===== config.mk =====
export PLATFORM = sky130hd
export DESIGN_NAME = aligned_bitmap_page_allocator_top
export DESIGN_NICKNAME = d
export VERILOG_FILES = /design/src/design/abpa_pkg.sv /design/src/design/aligned_bitmap_page_allocator_top.sv /design/src/design/abpa_map_ram.sv
export SDC_FILE = /design/constraint.sdc
export NUM_CORES = 2
export LEC_CHECK = 0
export BUFFER_PORTS_ARGS = -buffer_cell sky130_fd_sc_hd__buf_2
export CORE_MARGIN = 10
export CORE_UTILIZATION = 35
export DETAILED_ROUTE_END_ITERATION = 7
export PLACE_DENSITY = 0.59
export SLEW_MARGIN = 15
export SYNTH_ARGS = -nofsm -noshare
export SYNTH_HDL_FRONTEND = slang
export SYNTH_SLANG_ARGS = --single-unit

===== constraint.sdc =====
create_clock -name clk -period 7.79 [get_ports clk]
set_input_delay 0.779 -clock clk [delete_from_list [all_inputs] [get_ports clk]]
set_output_delay 0.779 -clock clk [all_outputs]
set_load 0.01 [all_outputs]

===== src/design/abpa_pkg.sv =====
// Package with shared constants, types and helper functions for the aligned page allocator.
package abpa_pkg;

  localparam int NUM_PAGES       = 4096;
  localparam int MAX_ALIGN_ORDER = 8;
  localparam int WORD_W          = 32;
  localparam int NUM_WORDS       = (NUM_PAGES + WORD_W - 1) / WORD_W;
  localparam int ADDR_W          = (NUM_WORDS > 1) ? $clog2(NUM_WORDS) : 1;
  localparam int BIT_W           = $clog2(WORD_W);
  localparam int IDX_W           = $clog2(NUM_PAGES + 1) + 1;
  localparam int ORDER_W         = $clog2(MAX_ALIGN_ORDER + 1) + 1;

  localparam int BASE_W  = 40;
  localparam int USE_W   = 13;
  localparam int COUNT_W = 13;
  localparam int FRAME_W = 41;
  localparam int CFG_IDX_W = 1;

  localparam logic [CFG_IDX_W-1:0] CFG_BASE = 1'b0;
  localparam logic [CFG_IDX_W-1:0] CFG_USE  = 1'b1;

  typedef enum logic [1:0] {
    ST_OK      = 2'd0,
    ST_NOSPACE = 2'd1,
    ST_REFUSED = 2'd2,
    ST_RANGE   = 2'd3
  } status_t;

  localparam logic MODE_ALLOC = 1'b0;
  localparam logic MODE_FREE  = 1'b1;

  // Smallest k with 2^k >= count, capped at the maximum order.
  function automatic logic [ORDER_W-1:0] align_order(input logic [COUNT_W-1:0] count);
    logic [ORDER_W-1:0] k;
    logic               done;
    k    = '0;
    done = 1'b0;
    for (int i = 0; i < MAX_ALIGN_ORDER; i++) begin
      if (!done && ((32'd1 << i) < {{(32-COUNT_W){1'b0}}, count})) begin
        k = ORDER_W'(i + 1);
      end else begin
        done = 1'b1;
      end
    end
    return k;
  endfunction

endpackage


===== src/design/aligned_bitmap_page_allocator_top.sv =====
// Top level: configuration, request sequencer and map memory of the aligned page allocator.
// Each request passes S_CHECK; an allocation then scans with S_RD and S_TEST per page tested;
// the mark or clear pass uses S_MRD and S_MWR per page; out_valid is registered from S_DONE.
// Throughput: one request at a time; busy rises after acceptance and is low in the strobe cycle.
// After reset a clearing pass writes every map word with busy high.
// The result strobe out_valid lasts one cycle; the receiver cannot stall it.
module aligned_bitmap_page_allocator_top (
  input  logic                                clk,
  input  logic                                rst_n,
  input  logic                                start,
  output logic                                busy,
  input  logic                                in_mode,
  input  logic [abpa_pkg::COUNT_W-1:0]        in_page_count,
  input  logic                                in_may_block,
  input  logic [abpa_pkg::FRAME_W-1:0]        in_free_page_frame,
  output logic                                out_valid,
  output logic [1:0]                          out_status,
  output logic [abpa_pkg::FRAME_W-1:0]        out_page_frame,
  input  logic                                cfg_valid,
  output logic                                cfg_ready,
  input  logic [abpa_pkg::CFG_IDX_W-1:0]      cfg_index,
  input  logic [abpa_pkg::FRAME_W-1:0]        cfg_data
);

  typedef enum logic [7:0] {
    S_CLEAR = 8'b0000_0001,
    S_IDLE  = 8'b0000_0010,
    S_CHECK = 8'b0000_0100,
    S_RD    = 8'b0000_1000,
    S_TEST  = 8'b0001_0000,
    S_MRD   = 8'b0010_0000,
    S_MWR   = 8'b0100_0000,
    S_DONE  = 8'b1000_0000
  } state_t;

  localparam int IW = abpa_pkg::IDX_W;

  state_t state_r, state_nxt;

  logic [abpa_pkg::BASE_W-1:0]  base_r;
  logic [abpa_pkg::USE_W-1:0]   use_r;
  logic                         mode_r, may_r;
  logic [abpa_pkg::COUNT_W-1:0] count_r;
  logic [abpa_pkg::FRAME_W-1:0] frame_r;
  logic [IW-1:0]                limit_r;
  logic [IW-1:0]                start_r, start_nxt;
  logic [IW-1:0]                pos_r, pos_nxt;
  logic [IW-1:0]                mask_r;
  logic                         set_r;
  logic [1:0]                   status_r, status_nxt;
  logic [abpa_pkg::FRAME_W-1:0] res_frame_r, res_frame_nxt;
  logic                         ov_r;
  logic [abpa_pkg::ADDR_W-1:0]  clr_addr_r;

  logic                         wr_en;
  logic [abpa_pkg::ADDR_W-1:0]  wr_addr, rd_addr;
  logic [abpa_pkg::WORD_W-1:0]  wr_data, rd_data;

  abpa_map_ram u_ram (
    .clk     (clk),
    .wr_en   (wr_en),
    .wr_addr (wr_addr),
    .wr_data (wr_data),
    .rd_addr (rd_addr),
    .rd_data (rd_data)
  );

  logic [IW-1:0] count_x, end_x, hit_next;
  logic [abpa_pkg::BIT_W-1:0] bitsel;
  logic [abpa_pkg::FRAME_W:0] off_w;
  logic [abpa_pkg::WORD_W-1:0] mod_word;

  assign count_x  = IW'(count_r);
  assign end_x    = start_r + count_x;
  assign bitsel   = pos_r[abpa_pkg::BIT_W-1:0];
  assign hit_next = (pos_r + IW'(1) + mask_r) & ~mask_r;
  assign off_w    = {1'b0, frame_r} - {2'b0, base_r};
  assign rd_addr  = pos_r[abpa_pkg::BIT_W +: abpa_pkg::ADDR_W];

  always_comb begin
    mod_word         = rd_data;
    mod_word[bitsel] = set_r;
  end

  assign wr_en   = (state_r == S_CLEAR) || (state_r == S_MWR);
  assign wr_addr = (state_r == S_CLEAR) ? clr_addr_r : rd_addr;
  assign wr_data = (state_r == S_CLEAR) ? '0 : mod_word;

  assign busy      = (state_r != S_IDLE);
  assign cfg_ready = 1'b1;

  always_comb begin
    state_nxt     = state_r;
    start_nxt     = start_r;
    pos_nxt       = pos_r;
    status_nxt    = status_r;
    res_frame_nxt = res_frame_r;
    case (state_r)
      S_CLEAR: begin
        if (clr_addr_r == abpa_pkg::ADDR_W'(abpa_pkg::NUM_WORDS - 1)) begin
          state_nxt = S_IDLE;
        end
      end
      S_IDLE: begin
        if (start) begin
          state_nxt = S_CHECK;
        end
      end
      S_CHECK: begin
        status_nxt    = abpa_pkg::ST_OK;
        res_frame_nxt = '0;
        start_nxt     = '0;
        pos_nxt       = '0;
        if (mode_r == abpa_pkg::MODE_ALLOC) begin
          if (!may_r) begin
            status_nxt = abpa_pkg::ST_REFUSED;
            state_nxt  = S_DONE;
          end else if (count_r == '0 || count_x > limit_r) begin
            status_nxt = abpa_pkg::ST_NOSPACE;
            state_nxt  = S_DONE;
          end else begin
            state_nxt = S_RD;
          end
        end else begin
          if (off_w[abpa_pkg::FRAME_W] || off_w > {{(abpa_pkg::FRAME_W+1-IW){1'b0}}, limit_r}
              || count_x > limit_r - off_w[IW-1:0]) begin
            status_nxt = abpa_pkg::ST_RANGE;
            state_nxt  = S_DONE;
          end else if (count_r == '0) begin
            state_nxt = S_DONE;
          end else begin
            start_nxt = off_w[IW-1:0];
            pos_nxt   = off_w[IW-1:0];
            state_nxt = S_MRD;
          end
        end
      end
      S_RD: begin
        if (end_x > limit_r) begin
          status_nxt = abpa_pkg::ST_NOSPACE;
          state_nxt  = S_DONE;
        end else begin
          state_nxt = S_TEST;
        end
      end
      S_TEST: begin
        if (rd_data[bitsel]) begin
          start_nxt = hit_next;
          pos_nxt   = hit_next;
          state_nxt = S_RD;
        end else if (pos_r + IW'(1) == end_x) begin
          res_frame_nxt = {1'b0, base_r} + abpa_pkg::FRAME_W'(start_r);
          pos_nxt       = start_r;
          state_nxt     = S_MRD;
        end else begin
          pos_nxt   = pos_r + IW'(1);
          state_nxt = S_RD;
        end
      end
      S_MRD: begin
        state_nxt = S_MWR;
      end
      S_MWR: begin
        // Write back before the next read so consecutive bits of one word chain correctly.
        if (pos_r + IW'(1) == end_x) begin
          state_nxt = S_DONE;
        end else begin
          pos_nxt   = pos_r + IW'(1);
          state_nxt = S_MRD;
        end
      end
      S_DONE: begin
        state_nxt = S_IDLE;
      end
      default: begin
        state_nxt = S_IDLE;
      end
    endcase
  end

  always_ff @(posedge clk) begin
    if (!rst_n) begin
      state_r    <= S_CLEAR;
      clr_addr_r <= '0;
      base_r     <= '0;
      use_r      <= abpa_pkg::USE_W'(4096);
      ov_r       <= 1'b0;
    end else begin
      state_r <= state_nxt;
      ov_r    <= (state_r == S_DONE);
      if (state_r == S_CLEAR) begin
        clr_addr_r <= clr_addr_r + abpa_pkg::ADDR_W'(1);
      end
      if (cfg_valid && cfg_ready) begin
        if (cfg_index == abpa_pkg::CFG_BASE) begin
          base_r <= cfg_data[abpa_pkg::BASE_W-1:0];
        end else begin
          use_r <= cfg_data[abpa_pkg::USE_W-1:0];
        end
      end
    end
  end

  always_ff @(posedge clk) begin
    start_r     <= start_nxt;
    pos_r       <= pos_nxt;
    status_r    <= status_nxt;
    res_frame_r <= res_frame_nxt;
    if (state_r == S_IDLE && start) begin
      mode_r  <= in_mode;
      may_r   <= in_may_block;
      count_r <= in_page_count;
      frame_r <= in_free_page_frame;
      set_r   <= (in_mode == abpa_pkg::MODE_ALLOC);
      mask_r  <= (IW'(1) << abpa_pkg::align_order(in_page_count)) - IW'(1);
      limit_r <= (use_r > abpa_pkg::USE_W'(abpa_pkg::NUM_PAGES)) ?
                 IW'(abpa_pkg::NUM_PAGES) : IW'(use_r);
    end
  end

  assign out_valid      = ov_r;
  assign out_status     = status_r;
  assign out_page_frame = res_frame_r;

endmodule


===== src/design/abpa_map_ram.sv =====
// Used-bit map memory: one word of page bits per address, synchronous read.
module abpa_map_ram (
  input  logic                                   clk,
  input  logic                                   wr_en,
  input  logic [abpa_pkg::ADDR_W-1:0]            wr_addr,
  input  logic [abpa_pkg::WORD_W-1:0]            wr_data,
  input  logic [abpa_pkg::ADDR_W-1:0]            rd_addr,
  output logic [abpa_pkg::WORD_W-1:0]            rd_data
);

  logic [abpa_pkg::WORD_W-1:0] mem [abpa_pkg::NUM_WORDS];

  always_ff @(posedge clk) begin
    if (wr_en) begin
      mem[wr_addr] <= wr_data;
    end
    rd_data <= mem[rd_addr];
  end

endmodule

==> flow_metrics.py <==
metrics = {
    "drt": {
        "drtAntennaViolNets": 0,
        "drtPass1Iterations": 6,
        "drt_iter0_markers": 10500,
        "vias_per_cell": 5.52,
        "wirelength_mm": 457,
        "drc": 0,
        "wl_per_cell_um": 29.7,
        "vias": 85100,
    },
    "floorplanning": {
        "num_rows": 258,
        "coreArea_um2": 494000,
        "die_area_um2": 524000,
        "io_pins": 148,
        "dieHeight_um": 724,
        "start_util_pct": 35.1,
        "fp.dieW_um": 724,
    },
    "grt": {
        "grt_pass1_vias": 87100,
        "antenna_found_initial": 25,
        "grt_remaining_overflow": 0,
        "grt_max_degree": 113,
        "grt_pass1_wl_mm": 649,
        "groute.usage.overall_pct": 17.0,
    },
    "setup_path": {
        "reg2reg_depth": 31,
        "cp_slowest_cell": "xor2_1",
        "r2r_slack_ns": 1.09,
        "critPathMaxStageDelay_ns": 0.52,
        "cp-start-kind": "flip-flop",
        "crit_fanout": 13,
        "cp-end-kind": "flip-flop",
        "r2r-start": "base_r[1]$_SDFFE_PN0P_",
        "path_class": "reg -> reg",
        "cp.arrival_ns": 7.49,
        "reg2reg_to": "start_r[9]$_DFFE_PP_",
        "crit_required_ns": 8.58,
        "critPathMostFrequentCell": "o21a_1",
    },
    "power_and_ir_drop": {
        "swShare_pct": 21.8,
        "p_comb_share_pct": 4.9,
        "peakVddDrop_v": 0.000228,
        "p_int_mw": 39.0,
        "p_leak_nw": 64.1,
        "seqPwrFrac_pct": 53.7,
        "cellPowerDensity_nw_per_um2": 251,
        "clkPwrFrac_pct": 41.4,
        "power.switching_mw": 10.9,
    },
    "place": {
        "port_buffers": 145,
        "place_ws_ns": 1.18,
        "routabilityCongestion": 0.873,
        "hpwl_mm": 259,
    },
    "sta": {
        "period_share_pct": 86.1,
        "drv_slew": 0,
        "setup_ws_ns": 1.09,
        "finalSetupViolations": 0,
        "min_period_ns": 6.70,
        "skew_ns": 0.0398,
        "max-slew-margin-rel_pct": 17.8,
        "tns_ns": 0,
        "timing.fmax_ghz": 0.149,
        "tightest_slew_ns": 1.23,
        "grt_setup_unrepaired": "no",
        "finalHoldViolCount": 0,
    },
    "clock_network": {
        "tritoncts": "done",
        "htree_num_levels": 5,
        "numCtsBuffers": 439,
        "cts_resized": 0,
        "cts-root-buf": "clkbuf_16",
        "clockBufferDepth": 4,
        "clk_latency_ns": 0.98,
        "clock-sinks": 4351,
        "cts.clk_slew.worst_paths_ns": 0.06,
    },
    "yosys": {
        "postSynthCellCount": 8011,
        "synth_ff_type": "edfxtp_1",
        "synth_cell_types": 92,
        "seq_area_frac_synth_pct": 74.8,
        "ys_async_sr_fraction_pct": 0,
        "synth_seq_cells": 4351,
        "postSynthAreaPerCell_um2": 21.6,
        "netlist_area_um2": 173000,
        "synth_edf_count": 4250,
        "synth_warnings": 0,
    },
    "flow_run": {
        "cap_violations": 0,
    },
    "worst_hold_path": {
        "min_to": "base_r[29]$_SDFFE_PN0P_",
        "hp-start": "cfg_data[29]",
        "min_path_type": "in -> reg",
        "hold_path_depth": 3,
    },
    "layout": {
        "fin_util_pct": 40.3,
        "fin_nets": 8788,
        "drive_gt1_share_pct": 29.5,
        "syn2layout_area_growth_pct": 14.8,
    },
    "status": {
        "status": "completed",
    },
}
==> power by group through the flow <==
stage	registers [mW]	logic [mW]	clock network, mW
final	26.8	2.44	20.6
after global placement	27.3	2.29	0
after floorplan	27.5	1.08	0
after global routing	26.8	2.60	22.0
after detailed placement	27.3	2.41	0
after CTS	26.8	2.44	21.0
==> critical path, delay by kind of cell (launching register included) <==
kind	cells	cell delay [ns]
xor gates and xnor gates	2	0.70
DFF	1	0.41
buffers and inverters	3	0.38
and+or+nand+nor	9	1.46
AOI/OAI and AO/OA	14	2.58
adders and majority gates	3	0.95
==> layout make-up <==
cell class                      instances  area [µm²]
Tap cell                             6500        8130
Sequential cell                      4351      130000
Inverter                              126         480
Multi-Input combinational cell       3116       42900
Clock buffer                          565       11700
Antenna cell                            8        20.0
Timing Repair Buffer                  498        3830
Clock inverter                        244        2260
Fill cell                           42700      295000
==> per-layer routing <==
layer	global-route usage, %	vias up	part of all wire [%]
met3	3.60	660	8.3
met4	4.86	4	3.1
li1	-	34700	-
met2	27.4	3586	48
met5	0	-	0.0050
met1	23.4	46100	41
==> flip-flops by register name (all words and copies together), names as in the netlist, 8 cells and up <==
register and flops:
limit_r 13, u_ram.mem 4096, base_r 40, state_r 8, pos_r 14, mask_r 13, u_ram.rd_data 32, use_r 13
count_r 13, start_r 14, out_page_frame 41, frame_r 41
==> cell usage after synthesis, types with 12 or more instances <==
cell,n,share of area (%)
a211oi_1,13,0.056
a21o_1,37,0.16
a21oi_1,192,0.55
a31oi_1,21,0.076
and2_1,18,0.065
and3_1,19,0.069
buf_1,108,0.23
buf_2,33,0.095
clkbuf_1,274,0.59
dfxtp_1,101,1.2
edfxtp_1,4250,74
ha_1,149,1.1
inv_1,124,0.27
mux2_2,33,0.21
mux2i_1,17,0.098
mux4_2,1345,17
nand2_1,274,0.59
nand2b_1,40,0.14
nand3_1,71,0.21
nand4_1,44,0.16
nor2_1,280,0.61
nor2b_1,37,0.13
nor3_1,47,0.14
nor3b_1,14,0.061
nor4_1,17,0.061
o211ai_1,15,0.065
o21a_1,23,0.10
o21ai_0,92,0.27
o21ai_1,13,0.038
o21bai_1,12,0.052
o22ai_1,12,0.043
or2_2,22,0.079
or3_1,23,0.083
xnor2_1,58,0.29
xor2_1,53,0.27
==> cells by family (layout without fill, tap and decap cells) <==
logic type,Yosys count,after routing,synth area share (%)
other,2,12,0.00433
multiplexers,1396,1396,17.8
AO/OA/AOI/OAI,505,505,1.83
AND/OR/NAND/NOR,941,941,2.56
XOR/XNOR,116,116,0.627
adder cells (fa/ha/maj),154,154,1.13
buffers and inverters,546,1433,1.22
flip-flops,4351,4351,74.8
==> how the worst max path moves through the flow <==
stage | endpoint | start | slack (ns)
6_report | start_r[9]$_DFFE_PP_ | base_r[1]$_SDFFE_PN0P_ | 1.09
5_1_grt | start_r[9]$_DFFE_PP_ | base_r[1]$_SDFFE_PN0P_ | 0.54
4_1_cts | start_r[9]$_DFFE_PP_ | base_r[1]$_SDFFE_PN0P_ | 1.11
3_5_place_dp | start_r[0]$_DFFE_PP_ | base_r[1]$_SDFFE_PN0P_ | 1.18
3_3_place_gp | start_r[9]$_DFFE_PP_ | base_r[1]$_SDFFE_PN0P_ | 1.09
2_1_floorplan | out_page_frame[0]$_SDFFCE_PN0P_ | count_r[4]$_DFFE_PP_ | 1.57
==> through the flow <==
step           total power [mW]  instance area (µm²)  hold WS [ns]  cells
6_report                   49.9               199000        0.0820  15400
5_1_grt                    51.4               199000        0.0446  15400
4_1_cts                    50.3               199000      0.000894  15400
3_5_place_dp               29.7               184000         0.448  14500
3_3_place_gp               29.6               184000         0.448  14500
2_1_floorplan              28.5               173000         0.412   8013
==> layout by cell type (no fill, tap or decap), types with 15 or more instances in the layout <==
| cell | synthesis | routed |
|---|---|---|
| a21oi_4 | 0 | 26 |
| a21o_1 | 37 | 37 |
| inv_1 | 124 | 124 |
| or2_2 | 22 | 22 |
| ha_1 | 149 | 149 |
| bufinv_16 | 0 | 37 |
| dfxtp_1 | 101 | 101 |
| nand4_1 | 44 | 44 |
| and2_1 | 18 | 18 |
| edfxtp_1 | 4250 | 4250 |
| clkinv_1 | 0 | 91 |
| xnor2_1 | 58 | 58 |
| nor2_4 | 0 | 135 |
| or3_1 | 23 | 22 |
| mux2_2 | 33 | 33 |
| o21a_1 | 23 | 23 |
| nor4_1 | 17 | 17 |
| buf_4 | 3 | 254 |
| a31oi_1 | 21 | 21 |
| clkbuf_16 | 0 | 447 |
| nor2b_1 | 37 | 36 |
| nand2_1 | 274 | 274 |
| o211ai_1 | 15 | 15 |
| buf_2 | 33 | 145 |
| buf_12 | 0 | 21 |
| dlygate4sd3_1 | 0 | 77 |
| a21oi_1 | 192 | 166 |
| mux4_2 | 1345 | 1345 |
| mux2i_1 | 17 | 17 |
| xor2_1 | 53 | 53 |
| nand3_1 | 71 | 70 |
| and3_1 | 19 | 19 |
| nor3_1 | 47 | 47 |
| nand2b_1 | 40 | 36 |
| clkinv_2 | 0 | 75 |
| o21ai_0 | 92 | 91 |
| clkbuf_1 | 274 | 105 |
| nor2_1 | 280 | 145 |
==> what timing repair did <==
| action | 4_1_cts | 5_1_grt |
|---|---|---|
| endpoints found under the hold margin | 79 | 0 |
| buffers inserted | 0 | 0 |
| hold buffers | 77 | 0 |
(Power assumes the default switching activity.)
